===== config.mk =====
export PLATFORM = sky130hd
export DESIGN_NAME = reflow_profile_sequencer
export DESIGN_NICKNAME = d
export VERILOG_FILES = /design/src/rtl/rps_pkg.sv /design/src/rtl/reflow_profile_sequencer.sv /design/src/rtl/rps_step.sv
export SDC_FILE = /design/constraint.sdc
export NUM_CORES = 1
export LEC_CHECK = 0
export ABC_CLOCK_PERIOD_IN_PS = 8100
export BUFFER_PORTS_ARGS = -buffer_cell sky130_fd_sc_hd__buf_2
export CAP_MARGIN = 20
export CORE_UTILIZATION = 35
export DETAILED_ROUTE_END_ITERATION = 7
export SLEW_MARGIN = 20
export SYNTH_ARGS = -nofsm -noshare
export SYNTH_HDL_FRONTEND = slang
export SYNTH_SLANG_ARGS = --single-unit
export TNS_END_PERCENT = 5

===== constraint.sdc =====
create_clock -name clk_i -period 8.1 [get_ports clk_i]
set_clock_uncertainty 0.05 [all_clocks]
set_input_delay 1.62 -clock clk_i [delete_from_list [all_inputs] [get_ports clk_i]]
set_output_delay 1.62 -clock clk_i [all_outputs]
set_load 0.03 [all_outputs]

===== src/rtl/rps_pkg.sv =====
// Shared types, codes and constants of the reflow profile sequencer.
package rps_pkg;

  // Time base and fan run-on length, in ticks
  localparam int unsigned TICKS_PER_SECOND = 1000;
  localparam int unsigned FAN_RUNON_TICKS  = 120000;

  localparam logic [9:0]  SECOND_TICKS_10 = 10'(TICKS_PER_SECOND);
  localparam logic [19:0] SECOND_TICKS_20 = 20'(TICKS_PER_SECOND);
  localparam logic [16:0] RUNON_TICKS     = 17'(FAN_RUNON_TICKS);

  // Fan run-on starts on a stop or at the end of cooldown above 50 degrees (quarter degrees)
  localparam logic signed [15:0] HOT_Q = 16'sd200;

  // Windows around the soak target and the setpoint, and the soak creep step, quarter degrees
  localparam logic signed [15:0] SOAK_BAND_Q = 16'sd8;
  localparam logic signed [15:0] STEP_BAND_Q = 16'sd12;
  localparam logic signed [15:0] CREEP_Q     = 16'sd4;

  // Configuration register indexes
  localparam logic [2:0] CFG_FIXED_TEMP    = 3'd0;
  localparam logic [2:0] CFG_SOAK_TIME_S   = 3'd1;
  localparam logic [2:0] CFG_SOAK_TEMP     = 3'd2;
  localparam logic [2:0] CFG_SOAK_TEMP_MAX = 3'd3;
  localparam logic [2:0] CFG_REFLOW_TIME_S = 3'd4;
  localparam logic [2:0] CFG_REFLOW_TEMP   = 3'd5;
  localparam logic [2:0] CFG_PEAK_TEMP     = 3'd6;
  localparam logic [2:0] CFG_SOAK_RATE     = 3'd7;

  typedef enum logic [2:0] {
    KIND_TICK        = 3'd0,
    KIND_SAMPLE      = 3'd1,
    KIND_START_RAMP  = 3'd2,
    KIND_START_FIXED = 3'd3,
    KIND_STOP        = 3'd4
  } kind_e;

  typedef enum logic [2:0] {
    PH_IDLE      = 3'd0,
    PH_INIT      = 3'd1,
    PH_RAMP_SOAK = 3'd2,
    PH_SOAKING   = 3'd3,
    PH_RAMP_PEAK = 3'd4,
    PH_REFLOW    = 3'd5,
    PH_COOLDOWN  = 3'd6
  } phase_e;

  typedef struct packed {
    logic [9:0] fixed_temp;
    logic [9:0] soak_time_s;
    logic [9:0] soak_temp;
    logic [9:0] soak_temp_max;
    logic [9:0] reflow_time_s;
    logic [9:0] reflow_temp;
    logic [9:0] peak_temp;
    logic [3:0] soak_rate;
  } cfg_t;

  localparam cfg_t CFG_RESET = '{
    fixed_temp:    10'd100,
    soak_time_s:   10'd90,
    soak_temp:     10'd100,
    soak_temp_max: 10'd140,
    reflow_time_s: 10'd100,
    reflow_temp:   10'd183,
    peak_temp:     10'd235,
    soak_rate:     4'd3
  };

  typedef struct packed {
    logic signed [13:0] actual_temp;
    logic signed [13:0] last_temp;
    logic signed [14:0] temp_rate;
    logic signed [13:0] setpoint_reg;
    phase_e             phase_reg;
    logic               running_flag;
    logic               fixed_flag;
    logic               fan_flag;
    logic [9:0]         step_timer;
    logic [19:0]        phase_timer;
    logic [9:0]         rate_timer;
    logic [16:0]        runon_timer;
    logic               runon_armed;
  } state_t;

endpackage


===== src/rtl/reflow_profile_sequencer.sv =====
// Top level of the reflow profile sequencer: configuration, state and result handshake.
//
// Takes one item per clock cycle unless a waiting result is not taken, and returns
// one result per item, in the cycle after it is accepted. The whole update for an
// item (timers, rate of change, fan run-on and the phase step) is a single pass of
// compares and adds from the state register back into it; the state register
// doubles as the result register, so a new item is taken in the same cycle a
// waiting result is taken. Results show the state after their item. Configuration
// writes take effect at once and are meant for times when no result is pending.
module reflow_profile_sequencer (
  input  logic               clk_i,
  input  logic               rst_ni,
  // Configuration writes
  input  logic               cfg_we_i,
  input  logic [2:0]         cfg_idx_i,
  input  logic [9:0]         cfg_wdata_i,
  // Input items
  input  logic               in_valid_i,
  output logic               in_ready_o,
  input  logic [2:0]         kind_i,
  input  logic signed [13:0] temp_q_i,
  // Result items
  output logic               out_valid_o,
  input  logic               out_ready_i,
  output logic signed [13:0] setpoint_q_o,
  output logic [2:0]         phase_o,
  output logic               running_o,
  output logic               fixed_mode_o,
  output logic               fan_on_o,
  output logic signed [14:0] rate_q_o
);

  rps_pkg::cfg_t   cfg_q;
  rps_pkg::state_t st_q;
  rps_pkg::state_t st_d;
  logic            out_valid_q;
  logic            in_fire;

  // Accept whenever the result slot is free or being emptied
  assign in_ready_o = !out_valid_q || out_ready_i;
  assign in_fire    = in_valid_i && in_ready_o;

  // Configuration registers
  always_ff @(posedge clk_i or negedge rst_ni) begin
    if (!rst_ni) begin
      cfg_q <= rps_pkg::CFG_RESET;
    end else if (cfg_we_i) begin
      unique case (cfg_idx_i)
        rps_pkg::CFG_FIXED_TEMP:    cfg_q.fixed_temp    <= cfg_wdata_i;
        rps_pkg::CFG_SOAK_TIME_S:   cfg_q.soak_time_s   <= cfg_wdata_i;
        rps_pkg::CFG_SOAK_TEMP:     cfg_q.soak_temp     <= cfg_wdata_i;
        rps_pkg::CFG_SOAK_TEMP_MAX: cfg_q.soak_temp_max <= cfg_wdata_i;
        rps_pkg::CFG_REFLOW_TIME_S: cfg_q.reflow_time_s <= cfg_wdata_i;
        rps_pkg::CFG_REFLOW_TEMP:   cfg_q.reflow_temp   <= cfg_wdata_i;
        rps_pkg::CFG_PEAK_TEMP:     cfg_q.peak_temp     <= cfg_wdata_i;
        rps_pkg::CFG_SOAK_RATE:     cfg_q.soak_rate     <= cfg_wdata_i[3:0];
      endcase
    end
  end

  // Next state for the item at the input
  rps_step u_step (
    .kind_i   (kind_i),
    .temp_q_i (temp_q_i),
    .cfg_i    (cfg_q),
    .st_i     (st_q),
    .st_o     (st_d)
  );

  // Advance the state on each accepted item; hold it while the result waits
  always_ff @(posedge clk_i or negedge rst_ni) begin
    if (!rst_ni) begin
      st_q        <= '0;
      out_valid_q <= 1'b0;
    end else begin
      if (in_fire) begin
        st_q <= st_d;
      end
      if (in_fire) begin
        out_valid_q <= 1'b1;
      end else if (out_ready_i) begin
        out_valid_q <= 1'b0;
      end
    end
  end

  // Results show the state after their item
  assign out_valid_o  = out_valid_q;
  assign setpoint_q_o = st_q.setpoint_reg;
  assign phase_o      = st_q.phase_reg;
  assign running_o    = st_q.running_flag;
  assign fixed_mode_o = st_q.fixed_flag;
  assign fan_on_o     = st_q.fan_flag;
  assign rate_q_o     = st_q.temp_rate;

endmodule


===== src/rtl/rps_step.sv =====
// Next-state logic of the sequencer for one item.
module rps_step (
  input  logic [2:0]          kind_i,
  input  logic signed [13:0]  temp_q_i,
  input  rps_pkg::cfg_t       cfg_i,
  input  rps_pkg::state_t     st_i,
  output rps_pkg::state_t     st_o
);

  logic [9:0]         step_inc;
  logic [9:0]         rate_inc;
  logic [19:0]        phase_inc;
  logic [16:0]        runon_inc;
  logic signed [15:0] act_w;
  logic signed [15:0] sp_w;
  logic signed [15:0] soak_w;
  logic signed [15:0] soak_max_w;
  logic signed [15:0] rate_w;
  logic signed [15:0] reflow_w;
  logic signed [15:0] peak_w;
  logic signed [14:0] diff_w;
  logic [19:0]        soak_ticks;
  logic [19:0]        reflow_ticks;
  logic               hot;
  logic               in_band;
  logic               near_sp;
  logic               sp_can_rise;
  logic               step_due;

  // Saturating timer increments
  assign step_inc  = (st_i.step_timer == '1) ? st_i.step_timer : st_i.step_timer + 10'd1;
  assign rate_inc  = (st_i.rate_timer == '1) ? st_i.rate_timer : st_i.rate_timer + 10'd1;
  assign phase_inc = (st_i.phase_timer == '1) ? st_i.phase_timer
                                               : st_i.phase_timer + 20'd1;
  assign runon_inc = (st_i.runon_timer == '1) ? st_i.runon_timer
                                               : st_i.runon_timer + 17'd1;

  // Widen everything to quarter degrees on a common signed width
  assign act_w      = $signed({{2{st_i.actual_temp[13]}}, st_i.actual_temp});
  assign sp_w       = $signed({{2{st_i.setpoint_reg[13]}}, st_i.setpoint_reg});
  assign soak_w     = $signed({4'd0, cfg_i.soak_temp, 2'd0});
  assign soak_max_w = $signed({4'd0, cfg_i.soak_temp_max, 2'd0});
  assign rate_w     = $signed({10'd0, cfg_i.soak_rate, 2'd0});
  assign reflow_w   = $signed({4'd0, cfg_i.reflow_temp, 2'd0});
  assign peak_w     = $signed({4'd0, cfg_i.peak_temp, 2'd0});

  assign diff_w = $signed({st_i.actual_temp[13], st_i.actual_temp})
                - $signed({st_i.last_temp[13], st_i.last_temp});

  // Phase lengths in ticks
  assign soak_ticks   = 20'(cfg_i.soak_time_s) * rps_pkg::SECOND_TICKS_20;
  assign reflow_ticks = 20'(cfg_i.reflow_time_s) * rps_pkg::SECOND_TICKS_20;

  assign hot         = act_w > rps_pkg::HOT_Q;
  assign in_band     = (act_w >= soak_w - rps_pkg::SOAK_BAND_Q) &&
                       (act_w <= soak_w + rps_pkg::SOAK_BAND_Q);
  assign near_sp     = (act_w >= sp_w - rps_pkg::STEP_BAND_Q) &&
                       (act_w <= sp_w + rps_pkg::STEP_BAND_Q);
  assign sp_can_rise = sp_w < (soak_w - rate_w);
  assign step_due    = step_inc >= rps_pkg::SECOND_TICKS_10;

  always_comb begin
    st_o = st_i;
    unique case (kind_i)
      rps_pkg::KIND_TICK: begin
        // Advance timers
        st_o.step_timer  = step_inc;
        st_o.phase_timer = phase_inc;
        st_o.rate_timer  = rate_inc;
        // Once a second, latch the rate of change
        if (rate_inc >= rps_pkg::SECOND_TICKS_10) begin
          st_o.temp_rate  = diff_w;
          st_o.last_temp  = st_i.actual_temp;
          st_o.rate_timer = '0;
        end
        // Fan run-on count
        if (st_i.runon_armed) begin
          if (!st_i.running_flag && st_i.runon_timer >= rps_pkg::RUNON_TICKS) begin
            st_o.fan_flag    = 1'b0;
            st_o.runon_armed = 1'b0;
            st_o.runon_timer = '0;
          end else begin
            st_o.runon_timer = runon_inc;
          end
        end
        // Setpoint sequencing
        if (st_i.running_flag) begin
          if (st_i.fixed_flag) begin
            st_o.setpoint_reg = $signed({2'd0, cfg_i.fixed_temp, 2'd0});
          end else begin
            case (st_i.phase_reg)
              rps_pkg::PH_INIT: begin
                st_o.phase_reg    = rps_pkg::PH_RAMP_SOAK;
                st_o.step_timer   = '0;
                st_o.setpoint_reg = st_i.actual_temp;
              end
              rps_pkg::PH_RAMP_SOAK: begin
                if (in_band) begin
                  st_o.phase_reg   = rps_pkg::PH_SOAKING;
                  st_o.phase_timer = '0;
                end else if (step_due) begin
                  st_o.step_timer = '0;
                  if (sp_can_rise && near_sp) begin
                    st_o.setpoint_reg = 14'(sp_w + rate_w);
                  end
                end
              end
              rps_pkg::PH_SOAKING: begin
                if (phase_inc >= soak_ticks) begin
                  st_o.setpoint_reg = $signed({2'd0, cfg_i.peak_temp, 2'd0});
                  st_o.phase_reg    = rps_pkg::PH_RAMP_PEAK;
                end else if (step_due) begin
                  st_o.step_timer = '0;
                  if (sp_w < soak_max_w) begin
                    st_o.setpoint_reg = 14'(sp_w + rps_pkg::CREEP_Q);
                  end
                end
              end
              rps_pkg::PH_RAMP_PEAK: begin
                if (act_w >= reflow_w) begin
                  st_o.phase_timer = '0;
                  st_o.phase_reg   = rps_pkg::PH_REFLOW;
                end
              end
              rps_pkg::PH_REFLOW: begin
                if (act_w >= peak_w) begin
                  st_o.setpoint_reg = $signed({2'd0, cfg_i.reflow_temp, 2'd0});
                end
                if (phase_inc >= reflow_ticks) begin
                  st_o.phase_reg = rps_pkg::PH_COOLDOWN;
                end
              end
              rps_pkg::PH_COOLDOWN: begin
                // Stop the run and drop back to idle; above 50 degrees, start the fan run-on
                st_o.running_flag = 1'b0;
                st_o.phase_reg    = rps_pkg::PH_IDLE;
                st_o.setpoint_reg = '0;
                if (hot) begin
                  st_o.fan_flag    = 1'b1;
                  st_o.runon_armed = 1'b1;
                  st_o.runon_timer = '0;
                end
              end
              default: begin
              end
            endcase
          end
        end
      end
      rps_pkg::KIND_SAMPLE: begin
        st_o.actual_temp = temp_q_i;
      end
      rps_pkg::KIND_START_RAMP: begin
        if (!st_i.running_flag) begin
          st_o.running_flag = 1'b1;
          st_o.phase_reg    = rps_pkg::PH_INIT;
          st_o.fixed_flag   = 1'b0;
        end
      end
      rps_pkg::KIND_START_FIXED: begin
        if (!st_i.running_flag) begin
          st_o.running_flag = 1'b1;
          st_o.fixed_flag   = 1'b1;
          st_o.fan_flag     = 1'b1;
        end
      end
      rps_pkg::KIND_STOP: begin
        st_o.running_flag = 1'b0;
        st_o.phase_reg    = rps_pkg::PH_INIT;
        st_o.setpoint_reg = '0;
        if (hot) begin
          st_o.fan_flag    = 1'b1;
          st_o.runon_armed = 1'b1;
          st_o.runon_timer = '0;
        end
      end
      default: begin
      end
    endcase
  end

endmodule

==> impl_metrics.toml <==
[outcome]
status = "finished clean"

[logic_synthesis]
yosysSeqAreaShare_pct = 27.94
yosys.area.top_type = "dfrtp_1"
async_reset_ff_share_pct = 100.0
yosysUniqueCellTypes = 79
synth_nets = 2272
syn-cell-area_um2 = 17690
synth_warnings = 0
netlist_top_cells_count = "ha_1 (233), inv_1 (184), dfrtp_1 (166)"
synth_top_area_share_pct = 23.49
synth-main-ff-cell = "dfrtp_1"
synth_edf_count = 0
synth.avg_cell_area_um2 = 9.112
synth_area_leaders = "dfrtp_1 (23%), ha_1 (16%), fa_1 (7.1%)"
synth.most_common_cell = "ha_1"
syn_inst = 1941
ys_ff_latch = 196

[final_layout]
multi_input_area_um2 = 11570
drive_above_1_share_pct = 12.58
areaGrowthSynthToFinish_pct = 8.135
ff_latch_area_um2 = 4942
nFillCells = 5045
nNetsFinal = 2282
final_cells = 2636
num_antenna_cells = 0

[floorplanning]
dieArea_um2 = 51440
dieHeight_um = 226.8
std_cell_rows = 82
chipWidth_um = 226.8
core_um2 = 49970
io_pins = 72
start_util_pct = 35.40

[route]
ant_nets = 0
firstDrtPassIters = 5
wl_um = 48010
post_drt_wl_per_cell_um = 18.21
drt-initial-drc-count = 918
drc = 0
viasPerCell = 5.365
vias = 14140

[critical_path]
worstSetupEndpointType = "flop"
timing.rr.start = "cfg_q[55]$_DFFE_PN1P_"
path_max_fanout = 17
worst-setup-path-type = "reg -> reg"
startpoint_type = "flop"
cp.arrival_ns = 7.30
endpoint = "st_q[49]$_DFFE_PN0P_"
worstRegToRegCells = 26
r2r_setup_slack_ns = 1.14
r2r_end = "st_q[49]$_DFFE_PN0P_"
worst_ep_required_time_ns = 8.44
startpoint = "cfg_q[55]$_DFFE_PN1P_"

[clocking]
cts.htree.levels = 4
cts_sinks = 196
cts_setup_buffers = 0
clkLatencyLatePin_ns = 0.47
clk_pin_slew_ns = 0.08
tritoncts = "done"
cts_resized = 0
cts_hold_buf = 0
clk_path_buf_depth = 2
cts-root-buf = "clkbuf_16"
cts_made_buffers = 17

[global_route]
grt_pass1_vias = 13920
grt_overflow = 0
grt_pass1_wl_um = 76110
grt_max_degree = 91
grt_antenna_before_repair = 0
grt_usage_pct = 19.21

[power]
powerDensity_nw_per_um2 = 398.1
vdd_drop_max_v = 0.0004272
leakage_nw = 8.782

[hold_path]
hold_path_class = "reg -> reg"
worstHoldStart = "rate_q_o[7]$_DFFE_PN0P_"

[timing]
setup_tns_ns = 0
hold_violations = 0
max_freq_ghz = 0.1436
setup_slack_ns = 1.138
max_slew_margin_pct = 32.57
finalSetupViolations = 0
finalCriticalPeriod_ns = 6.962
rsz0062_at_grt = "false"
finalMaxSlewViolations = 0
worst_pin_slew_ns = 1.011
fin_crit_sh_pct = 85.95

[run]
cap_viol_max_count = 0

[place]
hpwlAfterDp_um = 36760
dp_cells = 2604
pre_cts_ws_ns = 1.191
port_buffers = 71
gp_congestion = 0.9518
-- per-layer routing --
layer,up-vias,part of all wire [%],global-route usage (%)
met5,-,0,0
met4,0,2.4,5.863
met3,58,5.3,2.993
met2,358,44,30.15
met1,6864,48,26.98
li1,6863,-,-
-- registers in the layout, summed over array words and instances, names as in the netlist --
name / flops
cfg_q: 74
rate_q_o: 15
phase_o: 3
fan_on_o: 1
setpoint_q_o: 14
out_valid_o: 1
fixed_mode_o: 1
st_q: 86
running_o: 1
-- per-stage QoR --
step	utilization, %	power (mW)	hold slack (ns)	instance area [um2]
6_report	38.28	7.615	0.4223	19130
5_1_grt	38.28	8.498	0.4515	19130
4_1_cts	38.28	7.674	0.4328	19130
3_5_place_dp	37.09	6.749	0.4142	18530
3_3_place_gp	37.09	6.606	0.4073	18530
2_1_floorplan	-	5.506	0.3962	17690
-- worst min path at each step --
stage	to	depth (start not counted)	slack (ns)
3_5_place_dp	rate_q_o[10]$_DFFE_PN0P_	2	0.41
3_3_place_gp	rate_q_o[1]$_DFFE_PN0P_	2	0.41
6_report	rate_q_o[7]$_DFFE_PN0P_	2	0.42
5_1_grt	rate_q_o[6]$_DFFE_PN0P_	2	0.45
4_1_cts	rate_q_o[10]$_DFFE_PN0P_	2	0.43
2_1_floorplan	st_q[6]$_DFFE_PN0P_	1	0.40
-- power by group --
group | internal (mW) | total [mW] | switching (mW) | leakage [nW]
combinational | 2.37 | 5.27 | 2.89 | 6.01
clock | 0.430 | 0.875 | 0.445 | 0.288
sequential | 1.14 | 1.47 | 0.332 | 2.48
total | 3.95 | 7.61 | 3.67 | 8.78
-- cell families (layout without fill, tap and decap cells) --
group / Yosys count / after routing / synth area share [%]
xor gates and xnor gates: 112 / 112 / 5.546
and+or+nand+nor: 525 / 525 / 14.25
muxes: 91 / 91 / 5.723
AOI/OAI and AO/OA: 441 / 441 / 16.24
buffers and inverters: 280 / 303 / 6.692
DFF: 196 / 196 / 27.94
adders and majority gates: 296 / 296 / 23.61
-- cells in the final DEF (no fill, tap or decap), types with 18 or more instances in the layout --
| cell | synthesis | final |
|---|---|---|
| o21ai_0 | 131 | 131 |
| fa_1 | 63 | 63 |
| a22o_1 | 25 | 25 |
| a21oi_1 | 92 | 92 |
| dfstp_2 | 30 | 30 |
| a21o_1 | 29 | 29 |
| a211oi_1 | 18 | 18 |
| dfrtp_1 | 166 | 166 |
| mux2_2 | 80 | 80 |
| nand2_1 | 162 | 162 |
| nand4_1 | 29 | 29 |
| xnor2_1 | 58 | 58 |
| nand2b_1 | 20 | 20 |
| xor2_1 | 54 | 54 |
| nor3_1 | 50 | 50 |
| and3_1 | 24 | 24 |
| clkbuf_16 | 0 | 18 |
| inv_1 | 184 | 184 |
| nor2b_1 | 19 | 19 |
| ha_1 | 233 | 233 |
| buf_2 | 4 | 70 |
| nor2_1 | 104 | 104 |
| nand3_1 | 65 | 65 |
-- layout make-up --
class / count / share of cell area (%)
Multi-Input combinational cell: 1465 / 60.51
Sequential cell: 196 / 25.84
Tap cell: 672 / 4.396
Inverter: 184 / 3.611
Timing Repair Buffer: 87 / 2.532
Clock buffer: 20 / 2.394
Clock inverter: 12 / 0.7196
-- critical path, stage by stage, from the launching register on --
cell      delay, ns
dfstp_2        0.58
fa_1           0.47
fa_1           0.52
inv_1          0.05
fa_1           0.48
fa_1           0.53
inv_1          0.04
ha_1           0.29
o21ai_0        0.11
a21oi_1        0.11
o21ai_0        0.17
nand2b_1       0.11
a21o_1         0.21
a41o_1         0.26
o41ai_1        0.34
xor2_1         0.13
ha_1           0.31
nand4_1        0.13
nor4_1         0.50
nor2b_1        0.28
a311oi_4       0.09
buf_4          0.25
and3b_1        0.18
a311oi_1       0.19
buf_4          0.22
nand3_1        0.11
o22ai_1        0.17
(Power assumes the default switching activity.)
